### config.mk
export PLATFORM = sky130hd
export DESIGN_NAME = tgarle_fifo
export DESIGN_NICKNAME = d
export VERILOG_FILES = /design/src/rtl/tgarle_pkg.sv /design/src/rtl/tgarle_fifo.sv
export SDC_FILE = /design/constraint.sdc
export NUM_CORES = 1
export LEC_CHECK = 0
export BUFFER_PORTS_ARGS = -buffer_cell sky130_fd_sc_hd__buf_4
export CORE_ASPECT_RATIO = 2
export CORE_MARGIN = 2
export CORE_UTILIZATION = 60
export CTS_CLUSTER_DIAMETER = 80
export DETAILED_ROUTE_END_ITERATION = 16
export GPL_ROUTABILITY_DRIVEN = 0
export GPL_TIMING_DRIVEN = 0
export PLACE_DENSITY = 0.83
export SLEW_MARGIN = 10
export SYNTH_ARGS = -nofsm -noshare
export SYNTH_HDL_FRONTEND = slang
export SYNTH_SLANG_ARGS = --single-unit
### constraint.sdc
create_clock -name clk -period 6.8 [get_ports clk]
set_clock_uncertainty 0.15 [all_clocks]
set_input_delay 1.36 -clock clk [delete_from_list [all_inputs] [get_ports clk]]
set_output_delay 1.36 -clock clk [all_outputs]
set_load 0.02 [all_outputs]
### src/rtl/tgarle_pkg.sv
// ----------------------------------------------------------------------------
// tgarle_pkg
// Shared types, constants and helpers for the TGA run-length packet encoder.
// ----------------------------------------------------------------------------
`timescale 1ns / 1ps

package tgarle_pkg;

	localparam int PIX_W     = 32;  // pixel width
	localparam int CNT_W     = 8;   // pixel counts, up to 128
	localparam int BPP_W     = 3;   // bytes_per_pixel register
	localparam int HDR_W     = 8;   // packet header
	localparam int HCNT_W    = 7;   // count field of the header
	localparam int LCNT_W    = 3;   // lane_count width
	localparam int OUT_LANES = 4;   // pixel slots per result
	localparam int LANE_W    = 2;   // lane index width
	localparam int TOK_SLOTS = 4;   // commands one pixel can raise (3 used)
	localparam int SLOT_W    = 2;
	localparam int Q_DEPTH   = 4;   // command queue depth
	localparam int Q_PTR_W   = 2;

	localparam logic [BPP_W-1:0] BPP_RESET = 3'd3;
	localparam logic [HDR_W-1:0] HDR_RUN   = 8'h80;

	// command passed from the classifier to the packet builder
	typedef enum logic [1:0] {
		TK_PUSH  = 2'd0,  // store pixel at cnt, flush after it if do_flush
		TK_FLUSH = 2'd1,  // send cnt buffered pixels as one raw packet
		TK_RUN   = 2'd2   // send a run packet of cnt copies of pixel
	} tok_kind_t;

	typedef struct packed {
		tok_kind_t          kind;
		logic [PIX_W-1:0]   pixel;
		logic [CNT_W-1:0]   cnt;
		logic               do_flush;
		logic               item_last;  // last result-producing command of a pixel
		logic               row_end;    // ... and that pixel closed the row
	} tok_t;

	function automatic logic [PIX_W-1:0] pixel_mask(input logic [BPP_W-1:0] bpp);
		logic [PIX_W-1:0] m;
		unique case (bpp)
			3'd0, 3'd1: m = 32'h0000_00FF;
			3'd2:       m = 32'h0000_FFFF;
			3'd3:       m = 32'h00FF_FFFF;
			default:    m = 32'hFFFF_FFFF;
		endcase
		return m;
	endfunction

	function automatic tok_t mk_tok(input tok_kind_t kind, input logic [PIX_W-1:0] pixel,
	                                input logic [CNT_W-1:0] cnt, input logic do_flush);
		tok_t t;
		t.kind      = kind;
		t.pixel     = pixel;
		t.cnt       = cnt;
		t.do_flush  = do_flush;
		t.item_last = 1'b0;
		t.row_end   = 1'b0;
		return t;
	endfunction

endpackage

### src/rtl/tgarle_fifo.sv
// ----------------------------------------------------------------------------
// tgarle_fifo
// Short command queue between classifier and packet builder.
// ----------------------------------------------------------------------------
`timescale 1ns / 1ps

module tgarle_fifo (
	input  logic             clk,
	input  logic             arst_n,
	input  logic             push,
	input  tgarle_pkg::tok_t wdata,
	output logic             full,
	input  logic             pop,
	output tgarle_pkg::tok_t rdata,
	output logic             empty
);
	import tgarle_pkg::*;

	tok_t               mem_q [Q_DEPTH];
	logic [Q_PTR_W-1:0] wptr_q;
	logic [Q_PTR_W-1:0] rptr_q;
	logic [Q_PTR_W:0]   cnt_q;

	assign full  = cnt_q == (Q_PTR_W+1)'(Q_DEPTH);
	assign empty = cnt_q == '0;
	assign rdata = mem_q[rptr_q];

	always_ff @(posedge clk or negedge arst_n) begin
		if (!arst_n) begin
			wptr_q <= '0;
			rptr_q <= '0;
			cnt_q  <= '0;
		end else begin
			if (push) begin
				wptr_q <= wptr_q + Q_PTR_W'(1);
			end
			if (pop) begin
				rptr_q <= rptr_q + Q_PTR_W'(1);
			end
			unique case ({push, pop})
				2'b10:   cnt_q <= cnt_q + (Q_PTR_W+1)'(1);
				2'b01:   cnt_q <= cnt_q - (Q_PTR_W+1)'(1);
				default: cnt_q <= cnt_q;
			endcase
		end
	end

	always_ff @(posedge clk) begin
		if (push) begin
			mem_q[wptr_q] <= wdata;
		end
	end

endmodule

==> reports/qor.yml <==
place:
  port_buffers: 95
  pre_cts_slack_ps: 3820
  placed_cell_area_um2: 7890
  place_hpwl_mm: 7.42
  dp_cells: 513
timing:
  slew_headroom_pct: 58.1
  period_needed_ps: 3380
  drv_slew: 0
  min_period_over_period_pct: 49.7
  fmax_ghz: 0.296
  setup_ws_ps: 3420
  rsz0062_at_grt: "no"
  setup_violations: 0
  hold_viol_final: 0
  tns_ps: 0
  worst_slew_pin_slew_ps: 629
finish:
  multiInputGateArea_um2: 1210
  final_common_cell: "edfxtp_1"
  synthToLayoutAreaGrowth_pct: 23.4
  final_area_um2: 8530
  layout-drive-gt1-share_pct: 46.8
  final_nets: 445
  diodes: 0
  fin_util_pct: 75.6
  seq_area_um2: 5580
  final_cell_mix: "edfxtp_1 (180), buf_4 (96), mux4_2 (45)"
  num-fill-cells: 635
  instances_no_fill: 544
detailed_routing:
  wl_met3_um: 477
  routedWlPerCell_um: 21.7
  viasPerCell: 5.65
  drt-pass1-iter-count: 4
  wl_met2_mm: 6.78
  drt-initial-drc-count: 120
  drc: 0
  top_layer_used: "met4"
  wl_met1_mm: 4.38
  vias: 3072
  routed_wl_mm: 11.8
  drtAntennaViolNets: 0
worst_setup_path:
  slowest_delay_ps: 530
  crit_chain: "buf_6 -> buf_8 -> mux4_2 -> buf_4"
  worst-path-buf-inv: 3
  worstPathRequired_ps: 5290
  start_kind: "flip-flop"
  worst-setup-path-type: "flip-flop to output pin"
  crit_arrival_ps: 1870
  r2r.worst_path.cells: 4
  cp-end-kind: "output pin"
  cp_top_family: "buffers and inverters"
  worstPathMaxFanout: 10
  worst-path-stages: 4
  cp_slowest_cell: "mux4_2"
synth:
  syn_avg_cell_area_um2: 25.4
  postSynthCellCount: 272
  syn_area_um2: 6910
  synth_fp_nets: 327
  synth_cell_types: 19
  synth_warnings: 0
  ys_ff_latch: 187
  seq_area_frac_synth_pct: 80.7
clock_network:
  cts_setup_buffers: 0
  htreeDepth: 4
  cts.sinks: 187
  cts_buffers: 17
  clkTransAtPathRegs_ps: 60
  cts_tree: "built"
  insertion_delay_ps: 410
  ctsHoldBuffers: 0
  root_buffer: "clkbuf_16"
  ctsResizeCount: 0
  clk_path_buf_depth: 2
floorplan:
  start_util_pct: 61.2
  rows: 55
  fp.dieW_um: 79.9
  io_pins: 96
  dieArea_um2: 12400
  die-height_um: 156
  core_um2: 11300
power_and_ir_drop:
  irDropWorstVdd_mv: 0.283
  power_density_nw_per_um2: 461
  leakage_nw: 3.00
flow_run:
  cap_violations: 0
global_routing:
  grt_pass1_wl_mm: 18.1
  track_usage_pct: 20.4
  antenna_found_initial: 0
  grt_pass1_vias: 3313
  grt-ovfl-total: 0
  grt_max_degree: 30
hold_path:
  hp-class: "flip-flop to flip-flop"
  min_path_cells: 1
outcome:
  outcome: "completed"
-- cell usage after synthesis --
cell	count	area [um^2]
o21ai_0	2	10.0
buf_6	1	11.3
edfxtp_1	180	5410
nor2_1	1	3.75
mux4_2	45	1010
buf_8	1	15.0
fa_1	1	20.0
buf_2	5	25.0
dfrtp_1	7	175
nor3_1	1	5.00
xor2_1	4	35.0
inv_1	6	22.5
buf_4	1	7.51
nand2_1	3	11.3
and3_1	1	6.26
buf_12	2	40.0
and2_1	4	25.0
xnor2_1	2	17.5
ha_1	5	62.6
-- path summary, 6_finish.rpt --
| kind | startpoint | to | slack [ps] |
|---|---|---|---|
| hold reg to reg | cnt_q[0]$_DFFE_PN0P_ | cnt_q[0]$_DFFE_PN0P_ | 360 |
| setup reg to reg | wptr_q[0]$_DFFE_PN0P_ | mem_q[2][37]$_DFFE_PP_ | 4840 |
| min in group asynchronous | arst_n | cnt_q[0]$_DFFE_PN0P_ | 590 |
| hold / removal | cnt_q[0]$_DFFE_PN0P_ | cnt_q[0]$_DFFE_PN0P_ | 360 |
| max in group asynchronous | arst_n | rptr_q[1]$_DFFE_PN0P_ | 5780 |
| setup / recovery | rptr_q[0]$_DFFE_PN0P_ | rdata[43] | 3420 |
-- cell type report --
| type | count | share of cell area [%] |
|---|---|---|
| clock buffers | 18 | 5.03 |
| clock inverters | 13 | 2.49 |
| plain buffers | 10 | 1.16 |
| multi-input cells | 69 | 14.2 |
| repair buffers | 99 | 9.30 |
| well taps | 142 | 2.08 |
| flip-flops and latches | 187 | 65.4 |
| inverters | 6 | 0.264 |
-- report_power, final --
group	switching [W]	total, W	internal [W]
Sequential	0.0000580	0.00157	0.00151
Clock	0.000399	0.00105	0.000654
Combinational	0.000694	0.00131	0.000615
-- per-layer routing --
metal | GRT usage (%) | up-vias
li1 | - | 1373
met1 | 25.1 | 1603
met2 | 35.1 | 86
met3 | 5.56 | 10
met4 | 6.70 | 0
met5 | 0 | -
-- worst reg2reg max path, delay by kind of cell (launching register included) --
family | cells | cell delay, ps
flip-flops | 1 | 420
buffers and inverters | 2 | 390
AND/OR/NAND/NOR | 1 | 550
adder cells (fa/ha/maj) | 1 | 140
-- through the flow --
step           hold WS [ps]  power [W]
2_1_floorplan           307    0.00242
5_1_grt                 396    0.00409
3_5_place_dp            354    0.00292
3_3_place_gp            322    0.00287
4_1_cts                 362    0.00399
6_report                357    0.00393
-- flip-flops by register name, indices dropped and copies added, names as in the netlist --
signal and cells:
mem_q 180, rptr_q 2, cnt_q 3, wptr_q 2
-- logic make-up after synthesis --
| family | after synthesis | share of synthesized area, % |
|---|---|---|
| AO/OA/AOI/OAI | 2 | 0.145 |
| AND/OR/NAND/NOR | 10 | 0.742 |
| multiplexers | 45 | 14.7 |
| adder cells (fa/ha/maj) | 6 | 1.19 |
| flip-flops | 187 | 80.7 |
| buffers and inverters | 16 | 1.76 |
| XOR/XNOR | 6 | 0.760 |
No activity file was read; power rests on OpenSTA's default activity.
