===== src/rtl/tgarle_pkg.sv =====
// ----------------------------------------------------------------------------
// tgarle_pkg
// Shared types, constants and helpers for the TGA run-length packet encoder.
// ----------------------------------------------------------------------------
`timescale 1ns / 1ps

package tgarle_pkg;

	localparam int PIX_W     = 32;  // pixel width
	localparam int CNT_W     = 8;   // pixel counts, up to 128
	localparam int BPP_W     = 3;   // bytes_per_pixel register
	localparam int HDR_W     = 8;   // packet header
	localparam int HCNT_W    = 7;   // count field of the header
	localparam int LCNT_W    = 3;   // lane_count width
	localparam int OUT_LANES = 4;   // pixel slots per result
	localparam int LANE_W    = 2;   // lane index width
	localparam int TOK_SLOTS = 4;   // commands one pixel can raise (3 used)
	localparam int SLOT_W    = 2;
	localparam int Q_DEPTH   = 4;   // command queue depth
	localparam int Q_PTR_W   = 2;

	localparam logic [BPP_W-1:0] BPP_RESET = 3'd3;
	localparam logic [HDR_W-1:0] HDR_RUN   = 8'h80;

	// command passed from the classifier to the packet builder
	typedef enum logic [1:0] {
		TK_PUSH  = 2'd0,  // store pixel at cnt, flush after it if do_flush
		TK_FLUSH = 2'd1,  // send cnt buffered pixels as one raw packet
		TK_RUN   = 2'd2   // send a run packet of cnt copies of pixel
	} tok_kind_t;

	typedef struct packed {
		tok_kind_t          kind;
		logic [PIX_W-1:0]   pixel;
		logic [CNT_W-1:0]   cnt;
		logic               do_flush;
		logic               item_last;  // last result-producing command of a pixel
		logic               row_end;    // ... and that pixel closed the row
	} tok_t;

	function automatic logic [PIX_W-1:0] pixel_mask(input logic [BPP_W-1:0] bpp);
		logic [PIX_W-1:0] m;
		unique case (bpp)
			3'd0, 3'd1: m = 32'h0000_00FF;
			3'd2:       m = 32'h0000_FFFF;
			3'd3:       m = 32'h00FF_FFFF;
			default:    m = 32'hFFFF_FFFF;
		endcase
		return m;
	endfunction

	function automatic tok_t mk_tok(input tok_kind_t kind, input logic [PIX_W-1:0] pixel,
	                                input logic [CNT_W-1:0] cnt, input logic do_flush);
		tok_t t;
		t.kind      = kind;
		t.pixel     = pixel;
		t.cnt       = cnt;
		t.do_flush  = do_flush;
		t.item_last = 1'b0;
		t.row_end   = 1'b0;
		return t;
	endfunction

endpackage


===== src/rtl/tgarle_if.sv =====
// ----------------------------------------------------------------------------
// tgarle_if
// Valid/ready channels: pixel input and packet result output.
// ----------------------------------------------------------------------------
`timescale 1ns / 1ps

interface tgarle_pix_if;
	import tgarle_pkg::*;
	logic             valid;
	logic             ready;
	logic [PIX_W-1:0] pixel_value;
	logic             row_end;
	modport source (output valid, pixel_value, row_end, input ready);
	modport sink   (input valid, pixel_value, row_end, output ready);
endinterface



===== src/rtl/tgarle_front.sv =====
// ----------------------------------------------------------------------------
// tgarle_front
// Pixel classifier: tracks the pending run and raw fill, turns each pixel
// into up to three commands and feeds them to the queue one per cycle while it is not full.
// ----------------------------------------------------------------------------
`timescale 1ns / 1ps

module tgarle_front #(
	parameter int MAX_PACKET = 128
) (
	input  logic                        clk,
	input  logic                        arst_n,
	input  logic                        cfg_we,
	input  logic [tgarle_pkg::BPP_W-1:0] cfg_wdata,
	tgarle_pix_if.sink                  pix,
	output logic                        q_push,
	output tgarle_pkg::tok_t            q_wdata,
	input  logic                        q_full
);
	import tgarle_pkg::*;

	localparam logic [CNT_W-1:0] MAX_CNT = CNT_W'(MAX_PACKET);

	logic [BPP_W-1:0]  bpp_q;
	logic [PIX_W-1:0]  held_q;
	logic              held_valid_q;
	logic [CNT_W-1:0]  run_cnt_q;
	logic [CNT_W-1:0]  raw_cnt_q;
	tok_t              pend_q [TOK_SLOTS];
	logic [SLOT_W:0]   pend_cnt_q;
	logic [SLOT_W-1:0] pend_idx_q;

	logic [PIX_W-1:0]  mask;
	logic [PIX_W-1:0]  pix_m;
	logic              match;
	logic              c_hv;
	logic [PIX_W-1:0]  c_hp;
	logic [CNT_W-1:0]  c_rc;
	logic [CNT_W-1:0]  c_raw;
	logic [CNT_W-1:0]  c_rawn;
	tok_t              c_tok [TOK_SLOTS];
	logic [SLOT_W:0]   c_n;
	logic [SLOT_W-1:0] fin_idx;
	logic              fin_any;
	logic              accept;

	always_comb begin
		mask   = pixel_mask(bpp_q);
		pix_m  = pix.pixel_value & mask;
		match  = ((held_q ^ pix_m) & mask) == '0;
		c_hv   = held_valid_q;
		c_hp   = held_q;
		c_rc   = run_cnt_q;
		c_raw  = raw_cnt_q;
		c_rawn = '0;
		c_n    = '0;
		for (int i = 0; i < TOK_SLOTS; i++) begin
			c_tok[i] = '0;
		end

		if (!c_hv) begin
			c_hp = pix_m;
			c_hv = 1'b1;
			c_rc = CNT_W'(1);
		end else if (match) begin
			// a run starts: whatever raw pixels wait go out first
			if (c_rc == CNT_W'(1) && c_raw != '0) begin
				c_tok[c_n[SLOT_W-1:0]] = mk_tok(TK_FLUSH, '0, c_raw, 1'b0);
				c_n   = c_n + (SLOT_W+1)'(1);
				c_raw = '0;
			end
			c_rc = c_rc + CNT_W'(1);
			if (c_rc >= MAX_CNT) begin
				c_tok[c_n[SLOT_W-1:0]] = mk_tok(TK_RUN, c_hp, c_rc, 1'b0);
				c_n  = c_n + (SLOT_W+1)'(1);
				c_hv = 1'b0;
				c_rc = '0;
			end
		end else begin
			if (c_rc >= CNT_W'(2)) begin
				c_tok[c_n[SLOT_W-1:0]] = mk_tok(TK_RUN, c_hp, c_rc, 1'b0);
				c_n = c_n + (SLOT_W+1)'(1);
			end else begin
				c_rawn = c_raw + CNT_W'(1);
				c_tok[c_n[SLOT_W-1:0]] = mk_tok(TK_PUSH, c_hp, c_raw, c_rawn == MAX_CNT);
				c_n   = c_n + (SLOT_W+1)'(1);
				c_raw = (c_rawn == MAX_CNT) ? '0 : c_rawn;
			end
			c_hp = pix_m;
			c_hv = 1'b1;
			c_rc = CNT_W'(1);
		end

		// row end closes everything that is pending
		if (pix.row_end) begin
			if (c_hv) begin
				if (c_rc >= CNT_W'(2)) begin
					if (c_raw != '0) begin
						c_tok[c_n[SLOT_W-1:0]] = mk_tok(TK_FLUSH, '0, c_raw, 1'b0);
						c_n   = c_n + (SLOT_W+1)'(1);
						c_raw = '0;
					end
					c_tok[c_n[SLOT_W-1:0]] = mk_tok(TK_RUN, c_hp, c_rc, 1'b0);
					c_n = c_n + (SLOT_W+1)'(1);
				end else begin
					c_rawn = c_raw + CNT_W'(1);
					c_tok[c_n[SLOT_W-1:0]] = mk_tok(TK_PUSH, c_hp, c_raw, c_rawn == MAX_CNT);
					c_n   = c_n + (SLOT_W+1)'(1);
					c_raw = (c_rawn == MAX_CNT) ? '0 : c_rawn;
				end
			end
			if (c_raw != '0) begin
				c_tok[c_n[SLOT_W-1:0]] = mk_tok(TK_FLUSH, '0, c_raw, 1'b0);
				c_n = c_n + (SLOT_W+1)'(1);
			end
			c_raw = '0;
			c_hv  = 1'b0;
			c_rc  = '0;
		end

		// tag the last command of this pixel that yields results
		fin_any = 1'b0;
		fin_idx = '0;
		for (int i = 0; i < TOK_SLOTS; i++) begin
			if ((SLOT_W+1)'(i) < c_n &&
			    (c_tok[i].kind != TK_PUSH || c_tok[i].do_flush)) begin
				fin_any = 1'b1;
				fin_idx = SLOT_W'(i);
			end
		end
		if (fin_any) begin
			c_tok[fin_idx].item_last = 1'b1;
			c_tok[fin_idx].row_end   = pix.row_end;
		end
	end

	assign q_push    = (pend_cnt_q != '0) && !q_full;
	assign q_wdata   = pend_q[pend_idx_q];
	assign pix.ready = (pend_cnt_q == '0) || (pend_cnt_q == (SLOT_W+1)'(1) && !q_full);
	assign accept    = pix.valid && pix.ready;

	always_ff @(posedge clk or negedge arst_n) begin
		if (!arst_n) begin
			bpp_q        <= BPP_RESET;
			held_q       <= '0;
			held_valid_q <= 1'b0;
			run_cnt_q    <= '0;
			raw_cnt_q    <= '0;
			pend_cnt_q   <= '0;
			pend_idx_q   <= '0;
		end else begin
			if (cfg_we) begin
				bpp_q <= cfg_wdata;
			end
			if (accept) begin
				held_q       <= c_hp;
				held_valid_q <= c_hv;
				run_cnt_q    <= c_rc;
				raw_cnt_q    <= c_raw;
				pend_cnt_q   <= c_n;
				pend_idx_q   <= '0;
			end else if (q_push) begin
				pend_cnt_q <= pend_cnt_q - (SLOT_W+1)'(1);
				pend_idx_q <= pend_idx_q + SLOT_W'(1);
			end
		end
	end

	always_ff @(posedge clk) begin
		if (accept) begin
			pend_q <= c_tok;
		end
	end

endmodule


===== src/flat_wrapper.sv =====
// flat-port wrapper written by rule: the top's interface ports become plain ports
module tgarle_front_flat import tgarle_pkg::*;
#(
	parameter int MAX_PACKET = 128
)
  (clk, arst_n, cfg_we, cfg_wdata, q_push, q_wdata, q_full, pix_valid, pix_pixel_value, pix_row_end, pix_ready);
  tgarle_pix_if pix_i ();
  input  logic clk;
  input  logic arst_n;
  input  logic cfg_we;
  input  logic [tgarle_pkg::BPP_W-1:0] cfg_wdata;
  output logic q_push;
  output tgarle_pkg::tok_t q_wdata;
  input  logic q_full;
  input wire logic [$bits(pix_i.valid)-1:0] pix_valid;
  input wire logic [$bits(pix_i.pixel_value)-1:0] pix_pixel_value;
  input wire logic [$bits(pix_i.row_end)-1:0] pix_row_end;
  output wire logic [$bits(pix_i.ready)-1:0] pix_ready;
  assign pix_i.valid = pix_valid;
  assign pix_i.pixel_value = pix_pixel_value;
  assign pix_i.row_end = pix_row_end;
  assign pix_ready = pix_i.ready;
  tgarle_front #(.MAX_PACKET(MAX_PACKET)) u_core (.clk(clk), .arst_n(arst_n), .cfg_we(cfg_we), .cfg_wdata(cfg_wdata), .pix(pix_i), .q_push(q_push), .q_wdata(q_wdata), .q_full(q_full));
endmodule

===== config.mk =====
export PLATFORM = sky130hd
export DESIGN_NAME = tgarle_front_flat
export DESIGN_NICKNAME = d
export VERILOG_FILES = /design/src/rtl/tgarle_pkg.sv /design/src/rtl/tgarle_if.sv /design/src/rtl/tgarle_front.sv /design/src/flat_wrapper.sv
export SDC_FILE = /design/constraint.sdc
export NUM_CORES = 1
export LEC_CHECK = 0
export BUFFER_PORTS_ARGS = -buffer_cell sky130_fd_sc_hd__clkbuf_2
export CAP_MARGIN = 10
export CORE_ASPECT_RATIO = 1.75
export CORE_MARGIN = 5
export CORE_UTILIZATION = 58
export CTS_CLUSTER_DIAMETER = 120
export DETAILED_ROUTE_END_ITERATION = 12
export GPL_TIMING_DRIVEN = 0
export PLACE_DENSITY = 0.76
export SLEW_MARGIN = 20
export SYNTH_ARGS = -nofsm -noshare
export SYNTH_HDL_FRONTEND = slang
export SYNTH_SLANG_ARGS = --single-unit

===== constraint.sdc =====
create_clock -name clk -period 15.7 [get_ports clk]
set_input_delay 2.355 -clock clk [delete_from_list [all_inputs] [get_ports clk]]
set_output_delay 2.355 -clock clk [all_outputs]
set_load 0.02 [all_outputs]

==> impl_metrics.ini <==
[outcome]
status = completed

[power]
power.share.clock_pct = 19.4
leakagePower_nw = 5.864
seq_power_share_pct = 31.5
power.switching_mw = 1.283
cell_internal_pwr_mw = 1.618
comb_power_share_pct = 49.1
vdd_drop_max_mv = 0.1269
power-per-cell-area_mw_per_mm2 = 181.4
report.power.total_mw = 2.900
switching_share_pct = 44.22

[timing]
hold_violations = 0
maxClockFrequency_ghz = 0.1058
rsz_0062_raised_after_global_routing = false
final.min_clock_period_ns = 9.449
final_number_of_setup_violating_endpoints = 0
final_setup_tns_ns = 0
timing_worst_slew_pin_value_ns = 1.193
clock_skew_ns = 0.01691
period_utilization_post_route_pct = 60.19
drv_slew = 0
setup_ws_ns = 6.251
timing.slew.headroom_pct = 19.62

[place]
detailed_place_hpwl_um = 37170
io_buffer_count = 86
preCtsSetupSlack_ns = 6.011
place_congestion = 1.010

[setup_path]
cp_common_cell = sky130_fd_sc_hd__ha_1
worstPathRequired_ns = 15.93
startpoint_type = primary input
rrSetupSlack_ns = 7.37
path_delay_family = compound AO/OA/AOI/OAI gates
r2r_cells = 21
path_max_fanout = 11
worstSetupPathType = in -> reg
slowest_cell_on_the_critical_path = sky130_fd_sc_hd__o41ai_1
critical_path_arrival_ns = 9.68
regToRegStartpoint = u_core.run_cnt_q[0]$_DFFE_PN0P_
regToRegEndpoint = u_core.pend_q[121]$_DFFE_PP_
cp_cell_sequence = clkbuf_2 -> and4bb_2 -> a22oi_1 -> a32o_1 -> o41ai_1 -> nand4_1 -> buf_2 -> o221ai_2 -> inv_1 -> ha_1 -> nand2b_1 -> or4_1 -> clkbuf_1 -> nor2_1 -> a21oi_1 -> ha_1 -> a221o_1 -> inv_1 -> ha_1 -> nand2_1 -> nand3_1 -> clkbuf_1 -> nor2_1
critical_path.max_stage_delay_ns = 0.78
critical_path.n_buffers_inverters = 6
endpoint_kind = flip-flop

[min_path]
beginning_of_the_worst_hold_path = u_core.pend_cnt_q[1]$_DFFE_PN0P_
worst_min_delay_path_category = reg -> reg
hold_path_depth = 1
hold_path_end = u_core.pend_cnt_q[1]$_DFFE_PN0P_

[clocking]
cts-resized-gates = 0
cts_post_setup_buffers_inserted = 0
numCtsBuffers = 22
cts.sink_count = 237
postCtsHoldBufs = 0
clk-insertion-delay-late_ns = 0.52
clockRootBuffer = sky130_fd_sc_hd__clkbuf_16
clockBufferDepth = 3
cts_tree = built
h-tree-depth = 1
clk_pin_slew_worst_paths_ns = 0.07

[routing]
drt_pre_antenna_iters = 7
post_drt_wl_per_cell_um = 27.31
remaining_drc_errors = 0
vias = 12900
detail_routed_via_count_per_cell = 6.940
drt_wl_total_um = 50780
detail-route-antenna-nets = 0
detail_route.iter0.violations = 1566

[layout]
final_layout_size_suffix_gt1_share_pct = 15.32
antenna_cells = 0
nFillCells = 1938
layout-area-overhead-vs-synth_pct = 11.85
total_area_of_multi_input_combinational_cells_mm2 = 0.006897
nets = 1598
final-seq-area_mm2 = 0.006834

[global_route]
grt_antenna_before_repair = 0
first_global_vias = 12840
grt.overflow.total = 0
global_route.usage.total_pct = 36.13
grt_first_pass_wirelength_um = 75920
pin_count_of_the_biggest_net_entering_global_routing = 63

[logic_synthesis]
seq_area_frac_synth_pct = 47.81
postSynthRegisterBits = 237
ys_async_sr_fraction_pct = 24.05
post_synth_instance_area_mm2 = 0.01429
post_syn_nets = 1484
post_synth_edffs = 180
syn_avg_cell_area_um2 = 10.09
yosys.cell_types.count = 80
synthesis.instances = 1417
yosys_warnings = 0
synth_ff_type = sky130_fd_sc_hd__edfxtp_1

[floorplan]
row_count = 76
placeableCoreArea_mm2 = 0.02444
floorplan.initialDensity_pct = 58.49
die_width_um = 128.7
die-height_um = 217.7
io_pins = 88
die_area_mm2 = 0.02801

[flow_run]
maxCapViolations = 0
==> per-stage QoR <==
step	hold WS, ns	cell area, µm²	util (%)	std cells
6_report	0.5054	15990	65.42	1859
5_1_grt	0.5284	15990	65.42	1859
4_1_cts	0.5103	15980	65.39	1859
3_5_place_dp	0.4953	15220	62.29	1819
3_3_place_gp	0.4941	15110	61.85	1815
2_1_floorplan	0.4806	14290	-	1417
==> worst max-delay path by stage <==
stage / start / to / slack (ns) / depth (start not counted)
after floorplan: q_full / u_core.raw_cnt_q[0]$_DFFE_PN0P_ / 6.79 / 8
after global placement: q_full / u_core.raw_cnt_q[5]$_DFFE_PN0P_ / 5.01 / 9
after detailed placement: pix_pixel_value[19] / u_core.pend_q[113]$_DFFE_PP_ / 6.01 / 19
after CTS: pix_pixel_value[19] / u_core.pend_q[121]$_DFFE_PP_ / 6.44 / 19
after global routing: pix_pixel_value[25] / u_core.pend_q[121]$_DFFE_PP_ / 6.12 / 19
final: pix_pixel_value[28] / u_core.pend_q[121]$_DFFE_PP_ / 6.25 / 23
==> sequential cells by signal (all words and copies together), names as in the netlist <==
name and cells:
u_core.pend_cnt_q 3, u_core.held_q 32, u_core.pend_idx_q 2, u_core.held_valid_q 1, u_core.pend_q 180, u_core.bpp_q 3, u_core.raw_cnt_q 8, u_core.run_cnt_q 8
==> power groups by stage <==
stage	Clock [mW]	Sequential [mW]	Combinational (mW)
2_1_floorplan	0	0.916	0.928
3_3_place_gp	0	0.941	1.35
3_5_place_dp	0	0.921	1.38
4_1_cts	0.567	0.910	1.39
5_1_grt	0.592	0.925	1.51
6_report	0.563	0.914	1.42
==> synthesized netlist by cell type (9+ instances only) <==
cell type	count	area [µm²]
sky130_fd_sc_hd__a31oi_1	15	93.84
sky130_fd_sc_hd__clkbuf_1	77	289.0
sky130_fd_sc_hd__and2_1	17	106.4
sky130_fd_sc_hd__ha_1	26	325.3
sky130_fd_sc_hd__o22ai_1	21	131.4
sky130_fd_sc_hd__buf_2	10	50.05
sky130_fd_sc_hd__o21a_1	14	105.1
sky130_fd_sc_hd__buf_1	10	37.54
sky130_fd_sc_hd__inv_1	31	116.4
sky130_fd_sc_hd__mux4_2	45	1013
sky130_fd_sc_hd__nor3_1	17	85.08
sky130_fd_sc_hd__edfxtp_1	180	5405
sky130_fd_sc_hd__nand2b_1	17	106.4
sky130_fd_sc_hd__xor2_1	19	166.4
sky130_fd_sc_hd__dfrtp_1	55	1376
sky130_fd_sc_hd__a211oi_1	13	97.59
sky130_fd_sc_hd__nor4_1	9	56.30
sky130_fd_sc_hd__nand4_1	19	118.9
sky130_fd_sc_hd__o211ai_1	21	157.7
sky130_fd_sc_hd__a21oi_1	92	460.4
sky130_fd_sc_hd__nor2_2	20	125.1
sky130_fd_sc_hd__o21ai_0	109	545.5
sky130_fd_sc_hd__a22o_1	10	87.58
sky130_fd_sc_hd__and3_1	35	219.0
sky130_fd_sc_hd__nor2_1	139	521.8
sky130_fd_sc_hd__nand2_1	181	679.4
sky130_fd_sc_hd__xnor2_1	19	166.4
sky130_fd_sc_hd__nand3_1	29	145.1
==> placed cells by master, fill, tap and decap left out, types with 7 or more instances in the layout <==
| cell type | netlist | layout |
|---|---|---|
| sky130_fd_sc_hd__nand3_1 | 29 | 29 |
| sky130_fd_sc_hd__nand4_1 | 19 | 19 |
| sky130_fd_sc_hd__o31ai_1 | 8 | 8 |
| sky130_fd_sc_hd__nor4_1 | 9 | 9 |
| sky130_fd_sc_hd__a221oi_1 | 7 | 7 |
| sky130_fd_sc_hd__inv_1 | 31 | 31 |
| sky130_fd_sc_hd__dfrtp_1 | 55 | 55 |
| sky130_fd_sc_hd__mux4_2 | 45 | 45 |
| sky130_fd_sc_hd__a22o_1 | 10 | 10 |
| sky130_fd_sc_hd__o211ai_1 | 21 | 21 |
| sky130_fd_sc_hd__a21oi_1 | 92 | 92 |
| sky130_fd_sc_hd__a32o_1 | 7 | 7 |
| sky130_fd_sc_hd__nand2b_1 | 17 | 17 |
| sky130_fd_sc_hd__nand2_1 | 181 | 181 |
| sky130_fd_sc_hd__nor2_2 | 20 | 20 |
| sky130_fd_sc_hd__o22ai_1 | 21 | 21 |
| sky130_fd_sc_hd__a31oi_1 | 15 | 15 |
| sky130_fd_sc_hd__nor2_1 | 139 | 139 |
| sky130_fd_sc_hd__and2_1 | 17 | 17 |
| sky130_fd_sc_hd__a211oi_1 | 13 | 13 |
| sky130_fd_sc_hd__o221ai_1 | 7 | 7 |
| sky130_fd_sc_hd__xor2_1 | 19 | 19 |
| sky130_fd_sc_hd__xnor2_1 | 19 | 19 |
| sky130_fd_sc_hd__buf_2 | 10 | 10 |
| sky130_fd_sc_hd__or3_1 | 8 | 8 |
| sky130_fd_sc_hd__nor3_1 | 17 | 17 |
| sky130_fd_sc_hd__edfxtp_1 | 180 | 180 |
| sky130_fd_sc_hd__o21ai_0 | 109 | 109 |
| sky130_fd_sc_hd__o21a_1 | 14 | 14 |
| sky130_fd_sc_hd__ha_1 | 26 | 26 |
| sky130_fd_sc_hd__clkbuf_1 | 77 | 80 |
| sky130_fd_sc_hd__buf_1 | 10 | 10 |
| sky130_fd_sc_hd__clkbuf_2 | 1 | 86 |
| sky130_fd_sc_hd__and3_1 | 35 | 35 |
| sky130_fd_sc_hd__clkbuf_16 | 0 | 23 |
| sky130_fd_sc_hd__o41ai_1 | 8 | 7 |
| sky130_fd_sc_hd__a22oi_1 | 7 | 7 |
==> layer usage <==
metal | up-vias | GRT usage [%] | wire length (µm)
met4 | 0 | 26.94 | 4681
li1 | 5556 | - | -
met3 | 267 | 6.078 | 4240
met2 | 877 | 62.78 | 25930
met1 | 6202 | 38.54 | 15920
met5 | - | 0 | 0
==> layout make-up <==
| type | count | share of cell area (%) |
|---|---|---|
| buffer | 105 | 2.856 |
| clock buffer | 31 | 4.038 |
| clock inverter | 9 | 0.7043 |
| inverter | 33 | 0.7748 |
| multi-input combinational | 1042 | 43.14 |
| sequential | 237 | 42.75 |
| tap | 312 | 2.442 |
| timing repair buffer | 90 | 3.303 |
==> logic make-up (layout without fill, tap and decap cells) <==
logic type               Yosys count  in the layout  share of synthesized area, %
AO/OA/AOI/OAI                    403            403                         18.58
AND/OR/NAND/NOR                  521            521                         17.21
flip-flops                       237            237                         47.81
XOR/XNOR                          38             38                         2.328
multiplexers                      54             54                         7.764
buffers and inverters            138            268                         4.035
adder cells (fa/ha/maj)           26             26                         2.276
Power figures use the tool's default switching activity.
